===== src/rtl/bpfa_pkg.sv =====
`timescale 1ns / 1ps
`default_nettype none
package bpfa_pkg;
	localparam int PAGES = 65536;
	localparam int MAX_RUN = 64;
	localparam int PW = $clog2(PAGES);
	localparam int CW = PW + 1;
	localparam int WORD_BITS = 64;
	localparam int WB = $clog2(WORD_BITS);
	localparam int WORDS = PAGES / WORD_BITS;
	localparam int AW = PW - WB;

	localparam logic [2:0] OP_REQ_PAGE = 3'd0;
	localparam logic [2:0] OP_REQ_RUN = 3'd1;
	localparam logic [2:0] OP_FREE = 3'd2;
	localparam logic [2:0] OP_LOCK = 3'd3;
	localparam logic [2:0] OP_RESERVE = 3'd4;
	localparam logic [2:0] OP_UNRESERVE = 3'd5;

	localparam logic [1:0] ST_OK = 2'd0;
	localparam logic [1:0] ST_SAME = 2'd1;
	localparam logic [1:0] ST_NOSPACE = 2'd2;
	localparam logic [1:0] ST_BAD = 2'd3;

	// memory port bundle from sequencer to bitmap
	typedef struct packed {
		logic rd;
		logic [AW-1:0] raddr;
		logic wr;
		logic [AW-1:0] waddr;
		logic [WORD_BITS-1:0] wdata;
	} mem_req_t;
endpackage
`default_nettype wire


===== src/rtl/bpfa_seq.sv =====
`timescale 1ns / 1ps
`default_nettype none
module bpfa_seq (
	input wire logic clk,
	input wire logic arst_n,
	input wire logic start,
	input wire logic [2:0] operation,
	input wire logic [15:0] page_index,
	input wire logic [6:0] run_length,
	input wire logic clearing,
	input wire logic [bpfa_pkg::WORD_BITS-1:0] rdata,
	output bpfa_pkg::mem_req_t req,
	output logic busy,
	output logic done,
	output logic [1:0] status,
	output logic [15:0] found_page,
	output logic [16:0] free_pages,
	output logic [16:0] used_pages,
	output logic [16:0] reserved_pages
);
	import bpfa_pkg::*;

	typedef enum logic [6:0] {
		S_IDLE = 7'b0000001,
		S_RD = 7'b0000010,
		S_SCAN = 7'b0000100,
		S_MARK_RD = 7'b0001000,
		S_MARK = 7'b0010000,
		S_SINGLE = 7'b0100000,
		S_DONE = 7'b1000000
	} state_t;

	state_t st_q;
	logic [2:0] op_q;
	logic [PW-1:0] idx_q, pos_q, run_start_q, hint_q, mark_q;
	logic [6:0] want_q, cnt_q, left_q;
	logic pass2_q;
	logic [CW-1:0] free_q, used_q, res_q;
	logic [1:0] status_q;
	logic [15:0] found_q;
	logic done_q;

	logic cur_bit;
	logic [PW:0] pos_nx;
	logic [WB-1:0] bsel;

	assign bsel = pos_q[WB-1:0];
	assign cur_bit = rdata[bsel];
	assign pos_nx = {1'b0, pos_q} + 1'b1;

	assign busy = (st_q != S_IDLE) || clearing;
	assign done = done_q;
	assign status = status_q;
	assign found_page = found_q;
	assign free_pages = free_q[16:0];
	assign used_pages = used_q[16:0];
	assign reserved_pages = res_q[16:0];

	always_comb begin
		req = '0;
		case (st_q)
			S_RD: begin
				req.rd = 1'b1;
				req.raddr = pos_q[PW-1:WB];
			end
			S_SINGLE: begin
				req.rd = 1'b1;
				req.raddr = idx_q[PW-1:WB];
			end
			S_MARK_RD: begin
				req.rd = 1'b1;
				req.raddr = mark_q[PW-1:WB];
			end
			S_MARK: begin
				req.wr = 1'b1;
				req.waddr = mark_q[PW-1:WB];
				req.wdata = rdata | (WORD_BITS'(1) << mark_q[WB-1:0]);
			end
			S_DONE: begin
				if (op_q != OP_REQ_PAGE && op_q != OP_REQ_RUN && status_q == ST_OK) begin
					req.wr = 1'b1;
					req.waddr = idx_q[PW-1:WB];
					req.wdata = (op_q == OP_LOCK || op_q == OP_RESERVE)
						? rdata | (WORD_BITS'(1) << idx_q[WB-1:0])
						: rdata & ~(WORD_BITS'(1) << idx_q[WB-1:0]);
				end
			end
			default: ;
		endcase
	end

	always_ff @(posedge clk or negedge arst_n) begin
		if (!arst_n) begin
			st_q <= S_IDLE;
			hint_q <= '0;
			free_q <= CW'(PAGES);
			used_q <= '0;
			res_q <= '0;
			done_q <= 1'b0;
			status_q <= ST_OK;
			found_q <= '0;
			op_q <= '0;
			idx_q <= '0;
			pos_q <= '0;
			run_start_q <= '0;
			mark_q <= '0;
			want_q <= '0;
			cnt_q <= '0;
			left_q <= '0;
			pass2_q <= 1'b0;
		end else begin
			done_q <= 1'b0;
			case (st_q)
				S_IDLE: begin
					if (start && !clearing) begin
						op_q <= operation;
						idx_q <= PW'(page_index);
						found_q <= '0;
						status_q <= ST_OK;
						pos_q <= hint_q;
						cnt_q <= '0;
						pass2_q <= 1'b0;
						run_start_q <= hint_q;
						if (operation == OP_REQ_PAGE || operation == OP_REQ_RUN) begin
							want_q <= (operation == OP_REQ_PAGE) ? 7'd1 : run_length;
							if (operation == OP_REQ_RUN && (run_length == 7'd0 ||
								32'(run_length) > MAX_RUN || 32'(run_length) > PAGES)) begin
								status_q <= ST_BAD;
								st_q <= S_DONE;
							end else st_q <= S_RD;
						end else if (operation > OP_UNRESERVE ||
							32'(page_index) >= PAGES) begin
							status_q <= ST_BAD;
							st_q <= S_DONE;
						end else st_q <= S_SINGLE;
					end
				end
				S_RD: st_q <= S_SCAN;
				S_SCAN: begin
					// one bit per cycle; reread on word change
					if (cur_bit) cnt_q <= '0;
					else begin
						if (cnt_q == 7'd0) run_start_q <= pos_q;
						cnt_q <= cnt_q + 1'b1;
					end
					if (!cur_bit && cnt_q + 1'b1 == want_q) begin
						found_q <= 16'((cnt_q == 7'd0) ? pos_q : run_start_q);
						mark_q <= (cnt_q == 7'd0) ? pos_q : run_start_q;
						hint_q <= (cnt_q == 7'd0) ? pos_q : run_start_q;
						left_q <= want_q;
						st_q <= S_MARK_RD;
					end else if (pos_nx[PW]) begin
						if (pass2_q) begin
							status_q <= ST_NOSPACE;
							hint_q <= '0;
							st_q <= S_DONE;
						end else begin
							pass2_q <= 1'b1;
							pos_q <= '0;
							cnt_q <= '0;
							st_q <= S_RD;
						end
					end else begin
						pos_q <= pos_nx[PW-1:0];
						if (pos_nx[WB-1:0] == '0) st_q <= S_RD;
					end
				end
				S_MARK_RD: st_q <= S_MARK;
				S_MARK: begin
					free_q <= (free_q == '0) ? '0 : free_q - 1'b1;
					used_q <= used_q + 1'b1;
					mark_q <= mark_q + 1'b1;
					left_q <= left_q - 1'b1;
					if (left_q == 7'd1) st_q <= S_DONE;
					else st_q <= S_MARK_RD;
				end
				S_SINGLE: st_q <= S_DONE;
				S_DONE: begin
					if (op_q != OP_REQ_PAGE && op_q != OP_REQ_RUN && status_q == ST_OK) begin
						if (op_q == OP_LOCK || op_q == OP_RESERVE) begin
							if (rdata[idx_q[WB-1:0]]) status_q <= ST_SAME;
							else begin
								free_q <= (free_q == '0) ? '0 : free_q - 1'b1;
								if (op_q == OP_RESERVE) res_q <= res_q + 1'b1;
								else used_q <= used_q + 1'b1;
							end
						end else begin
							if (!rdata[idx_q[WB-1:0]]) status_q <= ST_SAME;
							else begin
								free_q <= free_q + 1'b1;
								if (op_q == OP_UNRESERVE)
									res_q <= (res_q == '0) ? '0 : res_q - 1'b1;
								else used_q <= (used_q == '0) ? '0 : used_q - 1'b1;
								if (hint_q > idx_q) hint_q <= idx_q;
							end
						end
					end
					done_q <= 1'b1;
					st_q <= S_IDLE;
				end
				default: st_q <= S_IDLE;
			endcase
		end
	end
endmodule
`default_nettype wire


===== config.mk =====
export PLATFORM = sky130hd
export DESIGN_NAME = bpfa_seq
export DESIGN_NICKNAME = d
export VERILOG_FILES = /design/src/rtl/bpfa_pkg.sv /design/src/rtl/bpfa_seq.sv
export SDC_FILE = /design/constraint.sdc
export NUM_CORES = 1
export LEC_CHECK = 0
export BUFFER_PORTS_ARGS = -buffer_cell sky130_fd_sc_hd__buf_2
export CORE_ASPECT_RATIO = 0.7
export CORE_MARGIN = 5
export CORE_UTILIZATION = 40
export CTS_CLUSTER_SIZE = 30
export DETAILED_ROUTE_END_ITERATION = 10
export SYNTH_ARGS = -nofsm -noshare
export SYNTH_HDL_FRONTEND = slang
export SYNTH_SLANG_ARGS = --single-unit

===== constraint.sdc =====
create_clock -name clk -period 4 [get_ports clk]
set_input_delay 0.8 -clock clk [delete_from_list [all_inputs] [get_ports clk]]
set_output_delay 0.8 -clock clk [all_outputs]
set_load 0.05 [all_outputs]

Word level (Yosys, flattened, before mapping)
Index checks and enable logic that the tools add are counted.
Widths: inputs -> output; s select.

word-level totals
  flip-flop bits (word level) = 182
  latch bits = 0
  memory bits (writable) = 0
  bits in read-only memories = 0
  input port bits = 94
  memories kept = 0

operators by class
  add/sub/neg operators = 10
  multiply operators = 0
  div/mod/pow operators = 0
  magnitude comparators = 5
  eq/ne operators = 36
  shift-type cells = 2
  mux-type cells = 84
  bitwise gates (word level) = 4
  reduce and logical (&&, ||, !) cells = 42

operators by type and width
  cell                   count
  $mux 17                18
  $mux 16                15
  $pmux 16 s2            5
  $pmux 75 s2            1
  $or 64x64->64          2
  $shl 1x6->64 const A   2
  $mux 7                 16
  $mux 75                1
  $pmux 17 s2            2
  $and 64x64->64         1
  $mux 64                1
  $not 64->64            1
  $add 17x1->17 const B  3
  $logic_not 17->1       3
  $sub 17x1->17 const B  3
  $pmux 7 s6             1
  $pmux 11 s3            1
  $pmux 7 s2             2
  $ne 3x3->1 const B     9
  $mux 2                 11
  $ne 2x2->1 const B     11
  $add 16x1->17 const B  1
  $add 16x1->16 const B  1
  $gt 16x16->1           1
  38 further kinds       71

Longest topological paths before layout
Gate-level depths: netlist of the first run.

  depth after elaboration = 7
  mapped depth = 14
  mapped depth without buffers = 10

Worst setup path before layout of the first run
Ideal clock, no wire load.

  path type = register to output
  start point = register st_q[3]
  end point = output port req[48] (netlist name)
  arrival time = 2.953 ns
  slack = 0.247 ns
  cell stages (with the launch flop) = 8
  buffers on the path = 3
  cells stage by stage = dfrtp_1 > nor2_1 > nand2_1 > or4b_2 > clkbuf_1 > clkbuf_1 > clkbuf_1 > o21ai_0

RTL lines
  element                   line             RTL
  start: declaration        bpfa_seq.sv:33   state_t st_q;
  start signal: assignment  bpfa_seq.sv:94   st_q <= S_IDLE;
  start signal: assignment  bpfa_seq.sv:129  st_q <= S_DONE;
  start signal: assignment  bpfa_seq.sv:130  end else st_q <= S_RD;
  end: declaration          bpfa_seq.sv:12   output bpfa_pkg::mem_req_t req,

==> impl_metrics.tcl, run 1 <==
set metrics [dict create \
    grt_pass1_vias 14878 \
    final.min_clock_period_ns 3.937 \
    startpoint "st_q[3]$_DFFE_PN0P_" \
    dr.pass1.iters 6 \
    synth_cell_types 95 \
    fin_hold_ws_ns 0.3965 \
    die_width_um 240.3 \
    antenna_found_initial 1 \
    crit_fanout 72 \
    synth_edf_count 0 \
    finalNonFillerCells 2538 \
    hp-class "in -> async" \
    clk_latency_ns 0.45 \
    post-route-drc-count 0 \
    hold_viol 0 \
    leakagePower_nw 7.494 \
    cts_root_buf "clkbuf_16" \
    clock_path_buffers 2 \
    ys_ff_latch 182 \
    slew_headroom_pct 30.11 \
    fin_area_um2 17370 \
    async_reset_ff_share_pct 100.0 \
    antenna_cells 0 \
    rows 59 \
    postPlaceCellArea_um2 16700 \
    syn-mean-instance-area_um2 8.029 \
    fin_ws_ns 0.06338 \
    crit_required_ns 3.20 \
    p_int_mw 4.570 \
    place_inst 2506 \
    drive_gt1_share_pct 22.49 \
    cts_buffers 17 \
    grt.overflow.total 0 \
    cts.htree.levels 4 \
    post-place-ws_ns 0.4112 \
    cts_sinks 182 \
    grt_pass1_wl_um 87930 \
    p_sw_share_pct 45.86 \
    finalSetupViolCount 0 \
    cp-end-kind "primary output" \
    finalClockSkew_ns 0.01416 \
    worstMarginPinSlew_ns 1.045 \
    finalNetCount 2165 \
    cts_setup_buffers 0 \
    core_um2 36910 \
    worstSetupStartpointType "flip-flop" \
    drv_slew 0 \
    comb_power_share_pct 46.2 \
    p_sw_mw 3.871 \
    power.density_nw_per_um2 485.8 \
    fin_setup_tns_ns 0 \
    power.total_mw 8.441 \
    pwr-share-seq_pct 30.6 \
    grt_max_degree 86 \
    place_congestion 0.9480 \
    start_util_pct 40.24 \
    synth_nets 1978 \
    dp_hpwl_um 41680 \
    dieArea_um2 41150 \
    cts_tree "built" \
    final_common_cell "buf_2" \
    vias 16128 \
    mostFrequentLayoutCells "247 x buf_2, 217 x nand2_1, 179 x a21oi_1, 179 x dfrtp_1, 177 x o21ai_0" \
    synth_cells 1850 \
    placement.io_buffers 250 \
    p_clk_share_pct 23.2 \
    final_util_pct 47.07 \
    maxCapViolCount 0 \
    critPathArrivalTime_ns 3.14 \
    track_usage_pct 26.69 \
    max_freq_mhz 254.0 \
    seq_area_frac_synth_pct 30.68 \
    io_pins 251 \
    dieHeight_um 171.2 \
    drt-total-wl_um 57090 \
    ant_nets 0 \
    ys_warn_count 0 \
    min_period_over_period_pct 98.42 \
    viasPerCell 6.355 \
    timing.rr.start "used_pages[0]$_DFFE_PN0P_" \
    syn_area_um2 14850 \
    first_iter_violations 2134 \
    clk_pin_slew_worst_paths_ns 0.07 \
    irDropWorstVdd_v 0.0002502 \
    routedWlPerCell_um 22.49 \
    rsz0062_at_grt "no" \
    criticalPathCategory "reg -> out" \
    syn2layout_area_growth_pct 16.96 \
    yosys_most_used_dff "dfrtp_1" \
    status "completed" \
]
-- Yosys cell counts (7+ instances only) --
cell      instances  area [um2]
nand2_1         218       818.3
dfrtp_1         180        4504
a21oi_1         179       895.9
o21ai_0         177       885.9
nor2_1          150       563.0
clkbuf_1        101       379.1
inv_1            56       210.2
nand3_1          55       275.3
nor3_1           49       245.2
mux2i_1          46       460.4
o31ai_1          43       322.8
a311o_1          40       400.4
ha_1             34       425.4
o22ai_1          34       212.7
and3_1           30       187.7
mux2_2           29       326.6
buf_2            21       105.1
mux4_2           20       450.4
nor2b_1          19       118.9
or3_1            19       118.9
a22o_1           18       157.7
nand4_1          17       106.4
and2_1           16       100.1
buf_1            16       60.06
nor4_1           13       81.33
xnor2_1          13       113.9
a21o_1           11       82.58
a222oi_1         10       100.1
a22oi_1          10       75.07
a31oi_1          10       62.56
nand2b_1         10       62.56
o211ai_1         10       75.07
o21ai_1          10       50.05
o22a_1           10       87.58
a221oi_1          9       78.83
mux2_4            9       135.1
buf_6             8       90.09
or2_2             8       50.05
xor2_1            8       70.07
and4_1            7       61.31
o21a_1            7       52.55
-- layout make-up --
class                      count  area, um2
inverter                      57      214.0
clock buffer                  19      442.9
multi-input combinational   1463       9490
timing repair buffer         316       1843
tap                          488      610.6
sequential                   182       4558
fill                        3679      19540
clock inverter                13      215.2
-- state kept, by name, summed over array words and instances, names as in the netlist, 2 cells and up --
| signal | flops |
|---|---|
| found_page | 16 |
| op_q | 3 |
| st_q | 7 |
| idx_q | 16 |
| run_start_q | 16 |
| pos_q | 16 |
| mark_q | 16 |
| free_pages | 17 |
| reserved_pages | 17 |
| left_q | 7 |
| used_pages | 17 |
| want_q | 7 |
| cnt_q | 7 |
| status | 2 |
| hint_q | 16 |
-- worst max-delay path, stage by stage, from the launching register on --
cell,delay [ns]
dfrtp_1,0.42
nor2_1,0.20
nand2_1,0.14
or4b_2,0.69
buf_4,0.35
o22ai_1,0.57
buf_12,0.21
-- final timing paths --
kind / end / slack (ns) / depth (start not counted)
min reg2reg: found_page[7]$_DFFE_PN0P_ / 0.48 / 2
min: found_page[9]$_DFFE_PN0P_ / 0.40 / 1
min in group clk: found_page[7]$_DFFE_PN0P_ / 0.48 / 2
max in group asynchronous: st_q[0]$_DFFE_PN1P_ / 2.67 / 2
max reg2reg: used_pages[3]$_DFFE_PN0P_ / 0.42 / 11
max: req[61] / 0.06 / 6
-- power groups by stage --
stage / Clock (mW) / Combinational [mW] / Sequential [mW]
floorplan: 0 / 2.59 / 2.47
global placement: 0 / 3.75 / 2.60
detailed placement: 0 / 3.80 / 2.61
CTS: 1.98 / 3.82 / 2.57
global route: 2.05 / 4.21 / 2.63
finish: 1.95 / 3.90 / 2.58
-- cell families after synthesis --
logic type               share of synthesized area [%]
AO/OA/AOI/OAI                                    28.77
XOR/XNOR                                         1.238
adder cells (fa/ha/maj)                          2.864
AND/OR/NAND/NOR                                  21.05
multiplexers                                     9.594
buffers and inverters                            5.812
flip-flops                                       30.68
-- metal layers --
metal | track usage [%] | up-vias | part of all wire (%) | wire [um]
li1 | - | 7279 | - | -
met1 | 39.72 | 7833 | 44 | 24920
met2 | 39.85 | 900 | 44 | 24860
met3 | 4.616 | 114 | 9.8 | 5610
met4 | 8.062 | 2 | 2.9 | 1679
met5 | 0 | - | 0.019 | 11
-- what timing repair did --
action / CTS / global route
gates resized for setup: 0 / 6
endpoints found under the setup margin: 0 / 17
hold buffers: 0 / 0
(Power assumes the default switching activity.)
==> run 2: changes to the inputs <==
CORE_MARGIN = unset   (was 5)
==> impl_metrics.tcl, run 2 (synthesis results as in run 1) <==
set metrics [dict create \
    r2r.worst_path.cells 11 \
    dr.pass1.iters 8 \
    crit_path_top_delay_cell "dfrtp_1" \
    seq_area_um2 4557 \
    max_freq_mhz 258.2 \
    cp_slowest_stage_delay_ns 0.47 \
    final_util_pct 47.93 \
    clk_pin_slew_worst_paths_ns 0.07 \
    placement.io_buffers 250 \
    dieArea_um2 37920 \
    cts_root_buf "clkbuf_16" \
    final_common_cell "buf_2" \
    grt_max_degree 92 \
    power.total_mw 8.348 \
    cts.htree.levels 4 \
    antenna_cells 0 \
    worstMarginPinSlew_ns 0.9785 \
    hold_viol 0 \
    finalNonFillerCells 2538 \
    grt.overflow.total 0 \
    dieHeight_um 163.2 \
    hp-class "in -> async" \
    clock_path_buffers 2 \
    leakagePower_nw 7.509 \
    track_usage_pct 29.11 \
    finalSetupViolCount 0 \
    viasPerCell 6.319 \
    place_inst 2506 \
    finalClockSkew_ns 0.01007 \
    criticalPathCategory "reg -> out" \
    crit_required_ns 3.20 \
    cts_setup_buffers 0 \
    rows 58 \
    maxCapViolCount 0 \
    ant_nets 0 \
    fin_ws_ns 0.1276 \
    crit_fanout 76 \
    crit_chain "nor3_1 -> nand4b_1 -> buf_4 -> inv_1 -> nand2_2 -> buf_4 -> a311o_1 -> o21ai_0 -> buf_2" \
    grt_pass1_wl_um 85750 \
    place_congestion 0.9619 \
    routedWlPerCell_um 22.15 \
    fin_area_um2 17360 \
    power.density_nw_per_um2 481.0 \
    r2r_slack_ns 0.55 \
    io_pins 251 \
    clk_latency_ns 0.46 \
    r2r_end "hint_q[2]$_DFFE_PN0P_" \
    drt-total-wl_um 56220 \
    grt_pass1_vias 14517 \
    dp_hpwl_um 41220 \
    critPathArrivalTime_ns 3.07 \
    slew_headroom_pct 34.63 \
    finalNetCount 2173 \
    cp-end-kind "primary output" \
    die_width_um 232.3 \
    post-place-ws_ns 0.4595 \
    multi_input_area_um2 9488 \
    path_common_cell "buf_4" \
    cts_sinks 182 \
    antenna_found_initial 0 \
    rsz0062_at_grt "no" \
    final.min_clock_period_ns 3.872 \
    mostFrequentLayoutCells "249 x buf_2, 217 x nand2_1, 180 x dfrtp_1" \
    core_um2 36210 \
    post-route-drc-count 0 \
    timing.rr.start "idx_q[0]$_DFFE_PN0P_" \
    postPlaceCellArea_um2 16720 \
    startpoint "st_q[1]$_DFFE_PN0P_" \
    worstSetupStartpointType "flip-flop" \
    status "completed" \
    fillers 3532 \
    fin_setup_tns_ns 0 \
    cts_tree "built" \
    drv_slew 0 \
    vias 16038 \
    fin_hold_ws_ns 0.3993 \
    syn2layout_area_growth_pct 16.85 \
    start_util_pct 41.02 \
    endpoint "req[48]" \
    min_period_over_period_pct 96.81 \
    drive_gt1_share_pct 22.69 \
    first_iter_violations 1832 \
    cts_buffers 17 \
    irDropWorstVdd_v 0.0002565 \
    cts_hold_buf 0 \
]
run 2: metal layers:
metal  vias up  track usage (%)  wire [um]
met3        97            7.542       5546
met2       825            42.45      23990
met4         0            9.031       1409
met1      7825            41.67      25270
met5         -                0          0
li1       7291                -          -
run 2: worst max-delay path, delay by kind of cell, from the launching register on:
kind,cells,cell delay (ns)
compound gates,2,0.53
buf+inv,4,1.04
flops,1,0.47
simple gates,3,0.53
run 2: worst min-delay path by stage:
stage                                  end                   startpoint  cells after the start  slack [ns]
6_report             want_q[4]$_DFFE_PN0P_                       arst_n                      1        0.40
5_1_grt              want_q[4]$_DFFE_PN0P_                       arst_n                      1        0.45
4_1_cts              want_q[4]$_DFFE_PN0P_                       arst_n                      1        0.44
3_5_place_dp     found_page[7]$_DFFE_PN0P_    found_page[7]$_DFFE_PN0P_                      2        0.47
3_3_place_gp   run_start_q[10]$_DFFE_PN0P_  run_start_q[10]$_DFFE_PN0P_                      2        0.46
2_1_floorplan  run_start_q[10]$_DFFE_PN0P_  run_start_q[10]$_DFFE_PN0P_                      2        0.45
run 2: area by class of cell:
class,count,share of cell area [%]
Clock buffer,20,2.631
Inverter,57,1.233
Multi-Input combinational cell,1463,54.66
Timing Repair Buffer,324,10.75
Sequential cell,182,26.25
Tap cell,480,3.460
Clock inverter,12,1.009
run 2: timing repair:
action,in CTS,in global routing
endpoints found under the setup margin,0,1
hold endpoints to repair,0,0
resized for setup,0,1
run 2: power breakdown:
part | internal, mW | leakage [nW] | switching, mW | total (mW)
logic | 1.32 | 4.93 | 2.58 | 3.91
registers | 2.11 | 2.27 | 0.452 | 2.56
clock network | 1.08 | 0.308 | 0.799 | 1.88
==> run 3: changes to the inputs <==
GPL_ROUTABILITY_DRIVEN = 0   (was unset)
RECOVER_POWER = 25   (was unset)
==> impl_metrics.tcl, run 3 (synthesis results as in run 1) <==
set metrics [dict create \
    p_sw_share_pct 46.74 \
    rows 58 \
    grt_pass1_wl_um 86030 \
    fin_area_um2 17280 \
    hold_viol 0 \
    crit_fanout 20 \
    grt.overflow.total 0 \
    power.density_nw_per_um2 474.8 \
    min_period_over_period_pct 95.17 \
    clock_path_buffers 2 \
    post-route-drc-count 0 \
    hp-class "reg -> reg" \
    routed-wl-met3_um 5244 \
    cts_buffers 17 \
    max_freq_mhz 262.7 \
    criticalPathCategory "reg -> out" \
    p_int_mw 4.369 \
    post-place-ws_ns 0.4390 \
    p_clk_share_pct 21.7 \
    p_sw_mw 3.834 \
    finalClockSkew_ns 0.01707 \
    cp_slowest_stage_delay_ns 0.69 \
    finalNonFillerCells 2533 \
    core_um2 36210 \
    drv_slew 71 \
    cp-end-kind "primary output" \
    met2WireLength_um 24110 \
    dp_hpwl_um 40690 \
    crit_chain "inv_1 -> nand2_1 -> nor3_1 -> buf_4 -> a21oi_1 -> a311o_1 -> o21ai_0 -> buf_2" \
    clk_pin_slew_worst_paths_ns 0.07 \
    cp_top_family "buffers and inverters" \
    finalSetupViolCount 0 \
    mostFrequentLayoutCells "249 x buf_2, 217 x nand2_1, 179 x a21oi_1, 179 x dfrtp_1, 177 x o21ai_0" \
    track_usage_pct 28.86 \
    worstMarginPinSlew_ns 1.986 \
    clk_latency_ns 0.46 \
    antenna_cells 0 \
    crit_required_ns 3.20 \
    comb_power_share_pct 46.4 \
    cts_sinks 182 \
    final.min_clock_period_ns 3.807 \
    cts_root_buf "clkbuf_16" \
    grt_pass1_vias 14777 \
    ant_nets 0 \
    syn2layout_area_growth_pct 16.31 \
    wl_met1_um 24990 \
    pwr-share-seq_pct 31.9 \
    fin_ws_ns 0.1933 \
    finalNetCount 2168 \
    irDropWorstVdd_v 0.0002615 \
    maxCapViolCount 1 \
    vias 16002 \
    cts_tree "built" \
    viasPerCell 6.317 \
    rsz0062_at_grt "no" \
    cts_resized 0 \
    worstSetupStartpointType "flip-flop" \
    critPathBufInv 3 \
    postPlaceCellArea_um2 16670 \
    die_width_um 232.3 \
    first_iter_violations 2078 \
    slew_headroom_pct -32.38 \
    cts_setup_buffers 0 \
    dieArea_um2 37920 \
    placement.io_buffers 250 \
    routedWlPerCell_um 21.91 \
    leakagePower_nw 7.458 \
    final_common_cell "buf_2" \
    io_pins 251 \
    antenna_found_initial 0 \
    cts_hold_buf 0 \
    place_inst 2501 \
    start_util_pct 41.02 \
    grt_max_degree 83 \
    cts.htree.levels 4 \
    final_util_pct 47.71 \
    fin_setup_tns_ns 0 \
    critPathArrivalTime_ns 3.01 \
    r2r_slack_ns 0.41 \
    dieHeight_um 163.2 \
    drive_gt1_share_pct 22.65 \
    dr.pass1.iters 6 \
    status "complete, but fails checks" \
    highest-signal-layer "met4" \
    failed_checks "capacitance limit, slew limit" \
    drt-total-wl_um 55490 \
    crit_path_top_delay_cell "dfrtp_1" \
]
==> run 3: final cells by class <==
type | count | area (um2)
Fill cell | 3586 | 18940
Multi-Input combinational cell | 1463 | 9498
Sequential cell | 182 | 4558
Timing Repair Buffer | 319 | 1803
Tap cell | 480 | 600.6
Clock buffer | 20 | 456.7
Inverter | 57 | 214.0
Clock inverter | 12 | 146.4
==> run 3: worst min-delay path: stages (launching register included) <==
cell and delay [ns]:
dfrtp_1 0.34, nand2_1 0.05, o31ai_1 0.06
==> run 3: final timing paths <==
path	to	start	depth (start not counted)
min in group asynchronous	want_q[3]$_DFFE_PN0P_	arst_n	1
hold / removal	found_page[10]$_DFFE_PN0P_	found_page[10]$_DFFE_PN0P_	2
setup reg to reg	hint_q[8]$_DFFE_PN0P_	idx_q[0]$_DFFE_PN0P_	10
max in group asynchronous	found_page[7]$_DFFE_PN0P_	arst_n	2
hold reg to reg	found_page[10]$_DFFE_PN0P_	found_page[10]$_DFFE_PN0P_	2
setup / recovery	req[7]	idx_q[4]$_DFFE_PN0P_	8
==> run 3: power by group through the flow <==
stage	clock network, mW	registers (mW)	logic [mW]
after floorplan	0	2.47	2.59
after CTS	1.81	2.59	3.72
final	1.78	2.61	3.81
after global routing	1.88	2.66	4.10
after global placement	0	2.62	3.66
after detailed placement	0	2.63	3.70
==> run 3: per-stage QoR <==
stage | power [mW] | hold slack [ns]
finish | 8.203 | 0.4790
global route | 8.646 | 0.5043
CTS | 8.122 | 0.3515
detailed placement | 6.328 | 0.4652
global placement | 6.282 | 0.4632
floorplan | 5.067 | 0.4496
==> run 3: routing by layer <==
metal | GRT usage, % | vias to the layer above
li1 | - | 7263
met2 | 42.29 | 849
met5 | 0 | -
met1 | 42.24 | 7801
met4 | 8.194 | 0
met3 | 6.198 | 89
